==> config.mk <==
export PLATFORM = sky130hd
export DESIGN_NAME = pulse_window_speed_meter_top
export DESIGN_NICKNAME = d
export VERILOG_FILES = /design/src/rtl/pwsm_pkg.sv /design/src/rtl/pwsm_regs.sv /design/src/rtl/pwsm_front.sv /design/src/rtl/pwsm_div.sv /design/src/rtl/pwsm_back.sv /design/src/rtl/pulse_window_speed_meter_top.sv
export SDC_FILE = /design/constraint.sdc
export NUM_CORES = 2
export LEC_CHECK = 0
export BUFFER_PORTS_ARGS = -buffer_cell sky130_fd_sc_hd__buf_2
export CAP_MARGIN = 10
export CORE_ASPECT_RATIO = 0.7
export CORE_UTILIZATION = 45
export DETAILED_ROUTE_END_ITERATION = 12
export GPL_ROUTABILITY_DRIVEN = 1
export PLACE_DENSITY = 0.66
export SETUP_SLACK_MARGIN = 0.3
export SLEW_MARGIN = 20
export SYNTH_ARGS = -nofsm -noshare
export SYNTH_HDL_FRONTEND = slang
export SYNTH_SLANG_ARGS = --single-unit
==> constraint.sdc <==
create_clock -name clk -period 6.3 [get_ports clk]
set_clock_uncertainty 0.1 [all_clocks]
set_input_delay 1.26 -clock clk [delete_from_list [all_inputs] [get_ports clk]]
set_output_delay 1.26 -clock clk [all_outputs]
set_load 0.05 [all_outputs]
==> src/rtl/pwsm_pkg.sv <==
package pwsm_pkg;

    localparam int TIME_WIDTH = 32;
    localparam int WIDE_W     = (TIME_WIDTH > 32) ? TIME_WIDTH : 32;
    localparam int SUM_W      = WIDE_W + 1;
    localparam int NUM_W      = 40;
    localparam int DIV_CNT_W  = $clog2(NUM_W + 1);
    localparam int SPEED_W    = 13;
    localparam int ROUND_W    = 16;
    localparam int RECIP_W    = 17;
    localparam int RECIP_SHIFT = 19;
    localparam logic [RECIP_W-1:0] RECIP_TEN = 17'd52429;
    localparam logic [ROUND_W-1:0] ROUND_MAX = 16'hFFFF;

    localparam int QUEUE_DEPTH = 2;
    localparam int QPTR_W      = $clog2(QUEUE_DEPTH);
    localparam int QCNT_W      = $clog2(QUEUE_DEPTH + 1);

    localparam int ADDR_W = 5;
    localparam int DATA_W = 32;

    localparam logic [2:0] REG_MAX_PULSES     = 3'd0;
    localparam logic [2:0] REG_MAX_TIME       = 3'd1;
    localparam logic [2:0] REG_MIN_TIME       = 3'd2;
    localparam logic [2:0] REG_MISS_LIMIT     = 3'd3;
    localparam logic [2:0] REG_DISTANCE_SCALE = 3'd4;

    localparam logic [7:0]  RST_MAX_PULSES     = 8'd50;
    localparam logic [31:0] RST_MAX_TIME       = 32'd3000000;
    localparam logic [31:0] RST_MIN_TIME       = 32'd2;
    localparam logic [7:0]  RST_MISS_LIMIT     = 8'd5;
    localparam logic [31:0] RST_DISTANCE_SCALE = 32'd11869200;

    typedef struct packed {
        logic [7:0]  max_pulses;
        logic [31:0] max_time;
        logic [31:0] min_time;
        logic [7:0]  miss_limit;
        logic [31:0] distance_scale;
    } cfg_t;

    typedef enum logic [1:0] {
        ITEM_CAPTURE,
        ITEM_IGNORE,
        ITEM_POLL
    } item_kind_t;

    typedef struct packed {
        item_kind_t  kind;
        logic [31:0] period_ticks;
    } item_t;

    typedef struct packed {
        logic               speed_updated;
        logic               window_closed;
        logic [31:0]        total_pulses;
        logic [SPEED_W-1:0] speed_value;
    } result_t;

endpackage

==> src/rtl/pwsm_regs.sv <==
module pwsm_regs
(
    input  logic                          clk,
    input  logic                          rst_n,
    input  logic                          psel,
    input  logic                          penable,
    input  logic                          pwrite,
    input  logic [pwsm_pkg::ADDR_W-1:0]   paddr,
    input  logic [pwsm_pkg::DATA_W-1:0]   pwdata,
    output logic [pwsm_pkg::DATA_W-1:0]   prdata,
    output pwsm_pkg::cfg_t                cfg
);
    import pwsm_pkg::*;

    cfg_t       cfg_reg;
    logic [2:0] index;
    logic       wr_en;

    assign index = paddr[4:2];
    assign wr_en = psel && penable && pwrite;
    assign cfg   = cfg_reg;

    always_ff @(posedge clk or negedge rst_n)
    begin
        if (!rst_n)
        begin
            cfg_reg.max_pulses     <= RST_MAX_PULSES;
            cfg_reg.max_time       <= RST_MAX_TIME;
            cfg_reg.min_time       <= RST_MIN_TIME;
            cfg_reg.miss_limit     <= RST_MISS_LIMIT;
            cfg_reg.distance_scale <= RST_DISTANCE_SCALE;
        end
        else if (wr_en)
        begin
            case (index)
                REG_MAX_PULSES:     cfg_reg.max_pulses     <= pwdata[7:0];
                REG_MAX_TIME:       cfg_reg.max_time       <= pwdata;
                REG_MIN_TIME:       cfg_reg.min_time       <= pwdata;
                REG_MISS_LIMIT:     cfg_reg.miss_limit     <= pwdata[7:0];
                REG_DISTANCE_SCALE: cfg_reg.distance_scale <= pwdata;
                default:            ;
            endcase
        end
    end

    always_comb
    begin
        case (index)
            REG_MAX_PULSES:     prdata = {24'd0, cfg_reg.max_pulses};
            REG_MAX_TIME:       prdata = cfg_reg.max_time;
            REG_MIN_TIME:       prdata = cfg_reg.min_time;
            REG_MISS_LIMIT:     prdata = {24'd0, cfg_reg.miss_limit};
            REG_DISTANCE_SCALE: prdata = cfg_reg.distance_scale;
            default:            prdata = '0;
        endcase
    end

endmodule

==> src/rtl/pwsm_front.sv <==
module pwsm_front
(
    input  logic            clk,
    input  logic            rst_n,
    input  logic            in_valid,
    output logic            in_ready,
    input  logic            in_poll,
    input  logic [31:0]     in_period,
    input  logic            in_pin_high,
    output logic            q_valid,
    output pwsm_pkg::item_t q_item,
    input  logic            q_pop
);
    import pwsm_pkg::*;

    item_t             mem_reg [QUEUE_DEPTH];
    logic [QPTR_W-1:0] wr_ptr_reg;
    logic [QPTR_W-1:0] rd_ptr_reg;
    logic [QCNT_W-1:0] count_reg;
    item_t             item;
    logic              push;

    assign in_ready = (count_reg != QCNT_W'(QUEUE_DEPTH));
    assign push     = in_valid && in_ready;
    assign q_valid  = (count_reg != '0);
    assign q_item   = mem_reg[rd_ptr_reg];

    always_comb
    begin
        item.period_ticks = in_period;
        if (in_poll)
            item.kind = ITEM_POLL;
        else if (in_pin_high)
            item.kind = ITEM_IGNORE;
        else
            item.kind = ITEM_CAPTURE;
    end

    always_ff @(posedge clk)
    begin
        if (push)
            mem_reg[wr_ptr_reg] <= item;
    end

    always_ff @(posedge clk or negedge rst_n)
    begin
        if (!rst_n)
        begin
            wr_ptr_reg <= '0;
            rd_ptr_reg <= '0;
            count_reg  <= '0;
        end
        else
        begin
            if (push)
                wr_ptr_reg <= wr_ptr_reg + 1'b1;
            if (q_pop)
                rd_ptr_reg <= rd_ptr_reg + 1'b1;
            if (push && !q_pop)
                count_reg <= count_reg + 1'b1;
            else if (!push && q_pop)
                count_reg <= count_reg - 1'b1;
        end
    end

endmodule

==> src/rtl/pwsm_div.sv <==
module pwsm_div
(
    input  logic                            clk,
    input  logic                            rst_n,
    input  logic                            start,
    input  logic [pwsm_pkg::NUM_W-1:0]      dividend,
    input  logic [pwsm_pkg::TIME_WIDTH-1:0] divisor,
    output logic                            done,
    output logic [pwsm_pkg::NUM_W-1:0]      quotient,
    output logic [pwsm_pkg::TIME_WIDTH-1:0] remainder
);
    import pwsm_pkg::*;

    logic [NUM_W-1:0]      quo_reg;
    logic [TIME_WIDTH-1:0] rem_reg;
    logic [TIME_WIDTH-1:0] den_reg;
    logic [DIV_CNT_W-1:0]  count_reg;
    logic                  busy_reg;
    logic                  done_reg;
    logic [TIME_WIDTH:0]   trial;
    logic                  fits;

    assign trial     = {rem_reg, quo_reg[NUM_W-1]};
    assign fits      = (trial >= {1'b0, den_reg});
    assign done      = done_reg;
    assign quotient  = quo_reg;
    assign remainder = rem_reg;

    always_ff @(posedge clk or negedge rst_n)
    begin
        if (!rst_n)
        begin
            busy_reg  <= 1'b0;
            done_reg  <= 1'b0;
            count_reg <= '0;
        end
        else
        begin
            done_reg <= 1'b0;
            if (start)
            begin
                busy_reg  <= 1'b1;
                count_reg <= DIV_CNT_W'(NUM_W);
            end
            else if (busy_reg)
            begin
                count_reg <= count_reg - 1'b1;
                if (count_reg == DIV_CNT_W'(1))
                begin
                    busy_reg <= 1'b0;
                    done_reg <= 1'b1;
                end
            end
        end
    end

    always_ff @(posedge clk)
    begin
        if (start)
        begin
            quo_reg <= dividend;
            rem_reg <= '0;
            den_reg <= divisor;
        end
        else if (busy_reg)
        begin
            quo_reg <= {quo_reg[NUM_W-2:0], fits};
            if (fits)
                rem_reg <= TIME_WIDTH'(trial - {1'b0, den_reg});
            else
                rem_reg <= trial[TIME_WIDTH-1:0];
        end
    end

endmodule

==> src/rtl/pwsm_back.sv <==
module pwsm_back
(
    input  logic              clk,
    input  logic              rst_n,
    input  pwsm_pkg::cfg_t    cfg,
    input  logic              q_valid,
    input  pwsm_pkg::item_t   q_item,
    output logic              q_pop,
    output logic              out_valid,
    input  logic              out_ready,
    output pwsm_pkg::result_t out_result
);
    import pwsm_pkg::*;

    typedef enum logic [1:0] {
        ST_IDLE,
        ST_START,
        ST_WAIT,
        ST_SCALE
    } state_t;

    localparam logic [SUM_W-1:0] TIME_TOP =
        {{(SUM_W - TIME_WIDTH){1'b0}}, {TIME_WIDTH{1'b1}}};

    state_t                state_reg;
    logic [TIME_WIDTH-1:0] time_sum_reg;
    logic [7:0]            window_count_reg;
    logic [TIME_WIDTH-1:0] latched_time_reg;
    logic [7:0]            latched_pulses_reg;
    logic                  pending_reg;
    logic [31:0]           pulse_total_reg;
    logic [7:0]            miss_count_reg;
    logic [SPEED_W-1:0]    speed_reg;
    logic [NUM_W-1:0]      num_reg;
    logic [ROUND_W-1:0]    round_reg;
    logic                  out_valid_reg;
    result_t               out_result_reg;

    logic [SUM_W-1:0]            ts_sum;
    logic [TIME_WIDTH-1:0]       ts_new;
    logic [7:0]                  wc_new;
    logic [31:0]                 total_new;
    logic                        close;
    logic                        time_ok;
    logic                        miss_over;
    logic [NUM_W-1:0]            product;
    logic                        div_start;
    logic                        div_done;
    logic [NUM_W-1:0]            div_q;
    logic [TIME_WIDTH-1:0]       div_r;
    logic                        round_up;
    logic                        round_sat;
    logic [ROUND_W-1:0]          rounded;
    logic [ROUND_W+RECIP_W-1:0]  scaled_full;
    logic [SPEED_W-1:0]          scaled;
    logic                        is_capture;
    logic                        is_poll;
    logic                        go_div;
    logic                        miss_zero;
    logic [31:0]                 rep_total;
    logic                        rep_closed;

    assign ts_sum    = SUM_W'(time_sum_reg) + SUM_W'(q_item.period_ticks);
    assign ts_new    = (ts_sum > TIME_TOP) ? {TIME_WIDTH{1'b1}} : ts_sum[TIME_WIDTH-1:0];
    assign wc_new    = window_count_reg + 8'd1;
    assign total_new = pulse_total_reg + 32'd1;
    assign close     = (wc_new == cfg.max_pulses)
                       || (WIDE_W'(ts_new) > WIDE_W'(cfg.max_time));
    assign time_ok   = WIDE_W'(latched_time_reg) > WIDE_W'(cfg.min_time);
    assign miss_over = miss_count_reg > cfg.miss_limit;
    assign product   = NUM_W'(latched_pulses_reg) * NUM_W'(cfg.distance_scale);
    assign div_start = (state_reg == ST_START);

    assign is_capture = (q_item.kind == ITEM_CAPTURE);
    assign is_poll    = (q_item.kind == ITEM_POLL);
    assign go_div     = is_poll && pending_reg && time_ok;
    assign miss_zero  = is_poll && !pending_reg && miss_over;
    assign rep_total  = is_capture ? total_new : pulse_total_reg;
    assign rep_closed = is_capture && close;

    assign q_pop = (state_reg == ST_IDLE) && q_valid && (!out_valid_reg || out_ready);

    assign round_up  = div_r > (latched_time_reg >> 1);
    assign round_sat = (div_q[NUM_W-1:ROUND_W] != '0)
                       || (round_up && div_q[ROUND_W-1:0] == ROUND_MAX);
    assign rounded   = round_sat ? ROUND_MAX : div_q[ROUND_W-1:0] + ROUND_W'(round_up);

    assign scaled_full = round_reg * RECIP_TEN;
    assign scaled      = scaled_full[RECIP_SHIFT +: SPEED_W];

    assign out_valid  = out_valid_reg;
    assign out_result = out_result_reg;

    pwsm_div u_div
    (
        .clk       (clk),
        .rst_n     (rst_n),
        .start     (div_start),
        .dividend  (num_reg),
        .divisor   (latched_time_reg),
        .done      (div_done),
        .quotient  (div_q),
        .remainder (div_r)
    );

    always_ff @(posedge clk or negedge rst_n)
    begin
        if (!rst_n)
        begin
            state_reg          <= ST_IDLE;
            time_sum_reg       <= '0;
            window_count_reg   <= '0;
            latched_time_reg   <= '0;
            latched_pulses_reg <= '0;
            pending_reg        <= 1'b0;
            pulse_total_reg    <= '0;
            miss_count_reg     <= '0;
            speed_reg          <= '0;
            num_reg            <= '0;
            round_reg          <= '0;
            out_valid_reg      <= 1'b0;
            out_result_reg     <= '0;
        end
        else
        begin
            case (state_reg)
                ST_IDLE:
                begin
                    if (q_pop)
                    begin
                        out_result_reg.speed_value   <= miss_zero ? '0 : speed_reg;
                        out_result_reg.total_pulses  <= rep_total;
                        out_result_reg.window_closed <= rep_closed;
                        out_result_reg.speed_updated <= miss_zero;
                        out_valid_reg                <= !go_div;
                        case (q_item.kind)
                            ITEM_CAPTURE:
                            begin
                                pulse_total_reg <= total_new;
                                if (close)
                                begin
                                    latched_time_reg   <= ts_new;
                                    latched_pulses_reg <= wc_new;
                                    time_sum_reg       <= '0;
                                    window_count_reg   <= '0;
                                    pending_reg        <= 1'b1;
                                end
                                else
                                begin
                                    time_sum_reg     <= ts_new;
                                    window_count_reg <= wc_new;
                                end
                            end
                            ITEM_POLL:
                            begin
                                if (pending_reg)
                                begin
                                    pending_reg    <= 1'b0;
                                    miss_count_reg <= '0;
                                    if (time_ok)
                                    begin
                                        num_reg   <= product;
                                        state_reg <= ST_START;
                                    end
                                end
                                else
                                begin
                                    if (miss_count_reg != 8'hFF)
                                        miss_count_reg <= miss_count_reg + 8'd1;
                                    if (miss_over)
                                        speed_reg <= '0;
                                end
                            end
                            default: ;
                        endcase
                    end
                    else if (out_ready)
                        out_valid_reg <= 1'b0;
                end
                ST_START:
                    state_reg <= ST_WAIT;
                ST_WAIT:
                begin
                    if (div_done)
                    begin
                        round_reg <= rounded;
                        state_reg <= ST_SCALE;
                    end
                end
                ST_SCALE:
                begin
                    speed_reg                    <= scaled;
                    out_result_reg.speed_value   <= scaled;
                    out_result_reg.total_pulses  <= pulse_total_reg;
                    out_result_reg.window_closed <= 1'b0;
                    out_result_reg.speed_updated <= 1'b1;
                    out_valid_reg                <= 1'b1;
                    state_reg                    <= ST_IDLE;
                end
                default:
                    state_reg <= ST_IDLE;
            endcase
        end
    end

endmodule

==> src/rtl/pulse_window_speed_meter_top.sv <==
// Wheel-speed meter. Capture words carry a pulse period and the pin level; poll words
// turn the last closed measuring window into a speed. Every input word gives exactly one
// result word. Input words enter a two-word queue, so the slave side keeps taking words
// while a result waits on the master side, until the queue is full. Captures, ignored
// captures and polls that do not compute a speed are finished in the idle state as they
// leave the queue. A poll that computes a speed goes through these steps after it leaves
// the queue: the multiply, the start of the 40-step serial divider (one quotient bit per
// cycle), its 40 steps, rounding and the divide-by-ten; the queue stalls meanwhile.
// Configuration registers sit on the APB port at byte addresses 0, 4, 8, 12 and 16; the
// user must write them only while no word is in flight, which the block does not enforce.
module pulse_window_speed_meter_top
(
    input  logic                        clk,
    input  logic                        rst_n,
    input  logic                        s_tvalid,
    output logic                        s_tready,
    input  logic [39:0]                 s_tdata,  // period_ticks[31:0], pin_high[32], zero pad
    input  logic                        s_tuser,  // operation
    output logic                        m_tvalid,
    input  logic                        m_tready,
    output logic [47:0]                 m_tdata,  // speed_value[12:0], total_pulses[44:13],
                                                  // window_closed[45], speed_updated[46], pad
    input  logic                        psel,
    input  logic                        penable,
    input  logic                        pwrite,
    input  logic [pwsm_pkg::ADDR_W-1:0] paddr,
    input  logic [pwsm_pkg::DATA_W-1:0] pwdata,
    output logic [pwsm_pkg::DATA_W-1:0] prdata,
    output logic                        pready
);
    import pwsm_pkg::*;

    cfg_t    cfg;
    logic    q_valid;
    item_t   q_item;
    logic    q_pop;
    result_t result;

    assign pready  = 1'b1;
    assign m_tdata = {1'b0, result};

    pwsm_regs u_regs
    (
        .clk     (clk),
        .rst_n   (rst_n),
        .psel    (psel),
        .penable (penable),
        .pwrite  (pwrite),
        .paddr   (paddr),
        .pwdata  (pwdata),
        .prdata  (prdata),
        .cfg     (cfg)
    );

    pwsm_front u_front
    (
        .clk         (clk),
        .rst_n       (rst_n),
        .in_valid    (s_tvalid),
        .in_ready    (s_tready),
        .in_poll     (s_tuser),
        .in_period   (s_tdata[31:0]),
        .in_pin_high (s_tdata[32]),
        .q_valid     (q_valid),
        .q_item      (q_item),
        .q_pop       (q_pop)
    );

    pwsm_back u_back
    (
        .clk        (clk),
        .rst_n      (rst_n),
        .cfg        (cfg),
        .q_valid    (q_valid),
        .q_item     (q_item),
        .q_pop      (q_pop),
        .out_valid  (m_tvalid),
        .out_ready  (m_tready),
        .out_result (result)
    );

endmodule

# Word-level counts from Yosys, hierarchy flattened
# Memory sizes are Yosys's and may differ from the RTL's.
# Index checks and enable logic that the tools add are counted.
# W data, S select, Z words.
word_totals:
  ff_bits: 468
  mem_bits_rw: 68
  input_bits: 85
  elab_cells: 163
  mem_count: 1
op_classes:
  addsub: 11
  multipliers: 2
  order_cmp: 6
  eq_ne: 22
  mux: 44
  n_reduce_logical: 47
mem_list:
  columns: ["memory", "words", "width", "read_ports", "rd_ports_with_merged_regs", "wr", "line", "text"]
  rows:
  - ["u_front.mem_reg", 2, 34, 1, 0, 1, "pwsm_front.sv:16", "item_t mem_reg [QUEUE_DEPTH];"]
op_table:
  columns: ["cell", "count"]
  rows:
  - ["$pmux W32 S5", 1]
  - ["$mux W32", 4]
  - ["$pmux W47 S2", 1]
  - ["$mux W40", 2]
  - ["$mux W13", 5]
  - ["$gt A32 B32 Y1", 2]
  - ["$mux W47", 1]
  - ["$mul A8 B32 Y40", 1]
  - ["$add A32 B32 Y33", 1]
  - ["$ge A33 B32 Y1", 1]
  - ["$gt A33 B32 Y1 const B", 1]
  - ["$add A32 B1 Y32 const B", 1]
  - ["$gt A32 B31 Y1", 1]
  - ["$mul A16 B16 Y32 const B", 1]
  - ["$sub A32 B32 Y32", 1]
  - ["$pmux W13 S2", 1]
  - ["$mux W8", 3]
  - ["$reduce_bool A24 Y1", 1]
  - ["$reduce_and A2 Y1", 9]
  - ["$add A16 B1 Y16", 1]
  - ["$add A8 B1 Y8 const B", 2]
  - ["$eq A16 B16 Y1 const B", 1]
  - ["$mux W16", 1]
  - ["$mux W2", 8]
  - ["other kinds (29)", 81]

# Longest topological paths before layout
# An unclocked memory read counts as a cell.
logic_depth:
  ltp_word: 9
  ltp_mapped: 28
  ltp_nobuf: 22

# Modules after synthesis
# A second synthesis with hierarchy kept.
hier_totals:
  cells_unflattened: 4127
  hier_area_um2: 41207.0
modules_own_cells:
  columns: ["mod", "instances", "cells_per_inst", "area_per_inst_um2"]
  rows:
  - ["pwsm_back", 1, 3023, 27004.6]
  - ["pwsm_div", 1, 630, 6374.9]
  - ["pwsm_regs", 1, 345, 4999.8]
  - ["pwsm_front", 1, 125, 2805.2]
  - ["pulse_window_speed_meter_top", 1, 4, 22.5]

# Worst setup path before layout
# Ideal clock, no wire load.
synth_timing:
  path_type: "register to register"
  from: "register u_front.rd_ptr_reg"
  to: "register u_back.latched_pulses_reg[1]"
  setup_ps: 125
  arrival_ps: 5480
  required_time_ps: 6075
  setup_slack_ps: 595
  path_stages_with_launch: 27
  path_cell_list: "dfrtp_1 -> buf_2 -> buf_1 -> mux2_2 -> ha_1 -> inv_1 -> fa_1 -> nor2b_1 -> o31ai_2 -> a21oi_1 -> a211o_1 -> and4_4 -> o21ai_1 -> buf_2 -> nand2_1 -> ha_1 -> a21o_1 -> a21o_1 -> a211oi_1 -> o21a_1 -> o221ai_1 -> a221o_1 -> a22o_1 -> and2_1 -> buf_6 -> buf_8 -> mux2_4"
synth_between:
  elab_chain_cells: 7
  elab_cells_between_ends: 8
  classes_between: "add/sub (1); order compare (2); mux (1); reduce/logical (3); memory (1)"
synth_lines:
  columns: ["element", "line", "text"]
  rows:
  - ["start, declared", "pwsm_front.sv:18", "logic [QPTR_W-1:0] rd_ptr_reg;"]
  - ["start signal, assigned", "pwsm_front.sv:58", "rd_ptr_reg <= rd_ptr_reg + 1'b1;"]
  - ["$mem_v2 Z2 W34 *", null, null]
  - ["$add A32 B32 Y33 *", "pwsm_back.sv:63", "assign ts_sum = SUM_W'(time_sum_reg) + SUM_W'(q_item.period_ticks);"]
  - ["$gt A33 B32 Y1", "pwsm_back.sv:64", "assign ts_new = (ts_sum > TIME_TOP) ? {TIME_WIDTH{1'b1}} : ts_sum[TIME_WIDTH-1:0];"]
  - ["$mux W32 *", "pwsm_back.sv:64", null]
  - ["named net u_back.ts_new[9]", "pwsm_back.sv:40", "logic [TIME_WIDTH-1:0] ts_new;"]
  - ["$gt A32 B32 Y1 *", "pwsm_back.sv:68", "|| (WIDE_W'(ts_new) > WIDE_W'(cfg.max_time));"]
  - ["$logic_or A1 B1 Y1 *", "pwsm_back.sv:68", null]
  - ["$reduce_and A4 Y1 (no line) *", null, null]
  - ["end signal, assigned", "pwsm_back.sv:143", "latched_pulses_reg <= wc_new;"]
  - ["end, declared", "pwsm_back.sv:29", "logic [7:0] latched_pulses_reg;"]
# Mark *: on every way through the listed nets, which the timed path passes. The rest lies on a longest branch.
# A chain may end at the register's enable or synchronous reset.

# Final worst setup path
layout_timing:
  from: "register u_front.rd_ptr_reg"
  to: "register u_back.latched_time_reg[30]"
layout_between:
  elab_chain_cells: 7
  elab_cells_between_ends: 8
  classes_between: "add/sub (1); order compare (2); mux (1); reduce/logical (3); memory (1)"
layout_lines:
  columns: ["element", "line", "text"]
  rows:
  - ["$mem_v2 Z2 W34 *", null, null]
  - ["$add A32 B32 Y33 *", "pwsm_back.sv:63", null]
  - ["$gt A33 B32 Y1", "pwsm_back.sv:64", null]
  - ["$mux W32 *", "pwsm_back.sv:64", null]
  - ["named net u_back.ts_new[31]", "pwsm_back.sv:40", null]
  - ["$gt A32 B32 Y1 *", "pwsm_back.sv:68", null]
  - ["$logic_or A1 B1 Y1 *", "pwsm_back.sv:68", null]
  - ["$reduce_and A4 Y1 (no line) *", null, null]
  - ["end signal, assigned", "pwsm_back.sv:142", "latched_time_reg <= ts_new;"]
  - ["end, declared", "pwsm_back.sv:28", "logic [TIME_WIDTH-1:0] latched_time_reg;"]
# Marks and branches as above.

==> metrics.log <==
INFO  metric run_status = finished, final reports clean
INFO  metric clock_insertion_delay_worst_skew = 0.67 ns
INFO  metric drive_above_1_share = 14.5%
INFO  metric cts_tree = built
INFO  metric grt_max_degree = ~130
INFO  metric cts_root_buf = clkbuf_16
INFO  metric worst_hold_startpoint = u_back.num_reg[16]$_DFFE_PN0P_
INFO  metric route.vias.total = ~31000
INFO  metric layout.core_utilization = 51.3%
INFO  metric rsz0062_at_grt = true
INFO  metric route.antenna.remaining_nets = 0
INFO  metric num_rows = ~90
INFO  metric io_buffer_count = about 160
INFO  metric num-fill-cells = 8186
INFO  metric pin_count = between 150 and 200
INFO  metric critical_path.endpoint_type = flop
INFO  metric dr.pass1.iters = 5
INFO  metric ys_seq_area_share = around a third
INFO  metric synth.avg_cell_area = 9.60 sq um
INFO  metric synthFlopType = dfrtp_1
INFO  metric setup_viol = 0
INFO  metric grt_antenna_before_repair = 9
INFO  metric path_max_fanout = 27
INFO  metric period_minus_slack = about 5.8 ns
INFO  metric grt_overflow_total = 0
INFO  metric route.detailed.drc = 0
INFO  metric rrSetupSlack = a little under 0.5 ns
INFO  metric min_to = u_back.num_reg[16]$_DFFE_PN0P_
INFO  metric hold_slack = about 0.38 ns
INFO  metric core_area = roughly 0.09 sq mm
INFO  metric totalWireLength = approximately 110000 microns
INFO  metric drt-wirelength-per-cell = between 15 and 20 microns
INFO  metric netlist_instances = between 4000 and 5000
INFO  metric die_area = approximately 0.092 sq mm
INFO  metric largest_reg_flops = around 110
INFO  metric cap_violations = 0
INFO  metric gp_congestion = about 0.96
INFO  metric ys_warn_count = 0
INFO  metric syn_to_final_growth = 11.8%
INFO  metric reg2reg_depth = 22
INFO  metric crit-reg2reg-capture = u_back.latched_time_reg[30]$_DFFE_PN0P_
INFO  metric final_max_slew_viol_count = 0
INFO  metric asyncSetResetFlopFracSynth = 67.9%
INFO  metric achievable-frequency = 0.172 GHz
INFO  metric h-tree-depth = 2
INFO  metric synthesis.area = ~0.04 sq mm
INFO  metric ys_types = 92
INFO  metric timing.final.hold_violations = 0
INFO  metric grt_usage = between 20% and 30%
INFO  metric grt_pass1_vias = between 20000 and 30000
INFO  metric layout.cells.most_common = inv_1
INFO  metric final_cell_mix = inv_1 (498), nand2_1 (489), ha_1 (359)
INFO  metric grt_first_pass_wirelength = roughly 170000 microns
INFO  metric number_of_nets_in_the_layout = slightly above 5000
INFO  metric synth_fp_nets = roughly 5000
INFO  metric place_hpwl = 81300 microns
INFO  metric whs_path_depth = 2
INFO  metric timing.hold.worst.class = flop to flop
INFO  metric worst-setup-path-type = flop to flop
INFO  metric cts_num_sinks = 536
INFO  metric synth_seq_cells = 536
INFO  metric register_clock_pin_slew_on_the_reported_worst_setup_and_hold_paths = around 0.060 ns
INFO  metric worst_setup_path_start_kind = flop
INFO  metric starting_utilization_of_the_core_area = between 40% and 50%
INFO  metric sequential_cell_area = 0.0140 sq mm
INFO  metric numCtsBuffers = between 50 and 60
INFO  metric final.setup.worst_slack = around 0.48 ns
INFO  metric multiInputGateArea = 0.0245 sq mm
INFO  metric clockBufferDepth = 3
INFO  metric worst-slew-pin-transition = 0.979 ns
INFO  metric synth_largest_area_cell = dfrtp_1
INFO  metric ratio_of_routed_vias_to_standard_cells = about 5.6
INFO  metric post-route-period-util = between 90 and 100%
INFO  metric timing.critical_path.arrival = about 6.3 ns
INFO  metric worstPathRequired = 6.75 ns
INFO  metric slew_headroom = around a third
INFO  metric reg2reg_from = u_front.rd_ptr_reg$_DFFE_PN0P_
INFO  metric detail_route.iter0.violations = approximately 2700
INFO  metric synth_largest_type_area_fraction = about a fifth
INFO  metric placement_setup_slack = approximately 0.063 ns
INFO  metric fp.dieW = 362 microns
INFO  metric cts.hold.buffers_added = 0
INFO  metric fp.dieH = between 200 and 300 microns
INFO  metric setup-tns-final = 0 ns
INFO  metric count_of_flip_flops_with_a_built_in_enable_after_synthesis = 140
INFO  metric netlist_top_cells_area = dfrtp_1 (21%), fa_1 (13%), ha_1 (11%)
[metal layers]
metal	GRT usage [%]	routed length (microns)	up-vias
met1	36.6	52500	15300
met5	0	33	-
met2	31.8	41800	942
li1	-	-	14700
met4	3.44	1330	6
met3	5.97	10000	109
[how the worst max path moves through the flow]
stage / endpoint / slack, ns / startpoint
floorplan: u_back.latched_pulses_reg[1]$_DFFE_PN0P_ / 0.60 / u_front.rd_ptr_reg$_DFFE_PN0P_
global placement: u_back.latched_pulses_reg[5]$_DFFE_PN0P_ / 0.14 / u_front.rd_ptr_reg$_DFFE_PN0P_
detailed placement: u_back.latched_pulses_reg[5]$_DFFE_PN0P_ / 0.06 / u_front.rd_ptr_reg$_DFFE_PN0P_
CTS: u_back.latched_pulses_reg[5]$_DFFE_PN0P_ / 0.33 / u_front.rd_ptr_reg$_DFFE_PN0P_
global route: u_back.num_reg[38]$_DFFE_PN0P_ / 0.24 / u_back.latched_pulses_reg[5]$_DFFE_PN0P_
finish: u_back.latched_time_reg[30]$_DFFE_PN0P_ / 0.48 / u_front.rd_ptr_reg$_DFFE_PN0P_
[synth_stat cells, types with 9 or more instances]
cell type	n
o211ai_1	17
fa_1	263
nor3_1	41
o21bai_1	9
nor2b_1	21
xnor2_1	103
a22o_1	12
a21o_1	73
mux2i_1	14
nand2_1	490
dfstp_2	25
buf_2	14
nand2b_1	28
and2_1	114
nand3_1	64
o21a_1	21
xor2_1	82
and3_1	29
a211oi_1	49
o31ai_1	31
a31oi_1	27
clkbuf_1	161
nor4_1	16
o22ai_1	13
ha_1	369
nand4_1	45
mux2_2	145
dfrtp_1	339
buf_1	14
dfxtp_1	32
edfxtp_1	140
a22oi_1	40
nor2_1	256
inv_1	499
o21ai_0	236
a21oi_1	259
[worst max-delay path, stage by stage, from the launching register on]
cell and delay (ns):
dfrtp_2 0.45, mux2i_2 0.26, inv_1 0.06, ha_1 0.31, a211o_1 0.37, a2111oi_4 0.47
o211ai_1 0.19, a221o_1 0.36, a31o_2 0.27, o31ai_2 0.24, xnor2_1 0.10, nor2_2 0.11
inv_1 0.06, ha_1 0.31, nand4_1 0.19, nor3_1 0.10, a211oi_2 0.23, o221ai_1 0.17
a221o_1 0.33, a22o_4 0.30, and2_2 0.23, buf_12 0.17, mux2_4 0.30
[metrics by stage]
| step | cell area, sq um | std cells |
|---|---|---|
| after CTS | 45000 | 5561 |
| after detailed placement | 43000 | 5457 |
| after global placement | 43000 | 5457 |
| after global routing | 45500 | 5583 |
| final | 45500 | 5588 |
| after floorplan | 40700 | 4243 |
[repair_timing]
action	CTS	global route
endpoints found under the setup margin	47	109
setup buffers	0	19
gates resized for setup	14	78
pin swaps	0	27
gates cloned	0	2
[final cells by class]
class / instances / share of cell area (%)
multi-input combinational: 3007 / 53.7
inverter: 501 / 4.13
tap: 1162 / 3.19
timing repair buffer: 273 / 3.87
clock buffer: 69 / 3.28
clock inverter: 35 / 1.04
sequential: 536 / 30.7
antenna: 5 / 0.0275
[cell families after synthesis]
logic type,Yosys count,share of synthesized area [%]
buffers and inverters,701,6.69
adder cells (fa/ha/maj),632,24.3
AND/OR/NAND/NOR,1161,13.2
AO/OA/AOI/OAI,864,13.1
flip-flops,536,34.3
multiplexers,162,4.46
other,2,0.0184
XOR/XNOR,185,3.98
Power is not shown: default switching activity piles up to over one toggle a cycle in this logic, so the estimate is an artifact.
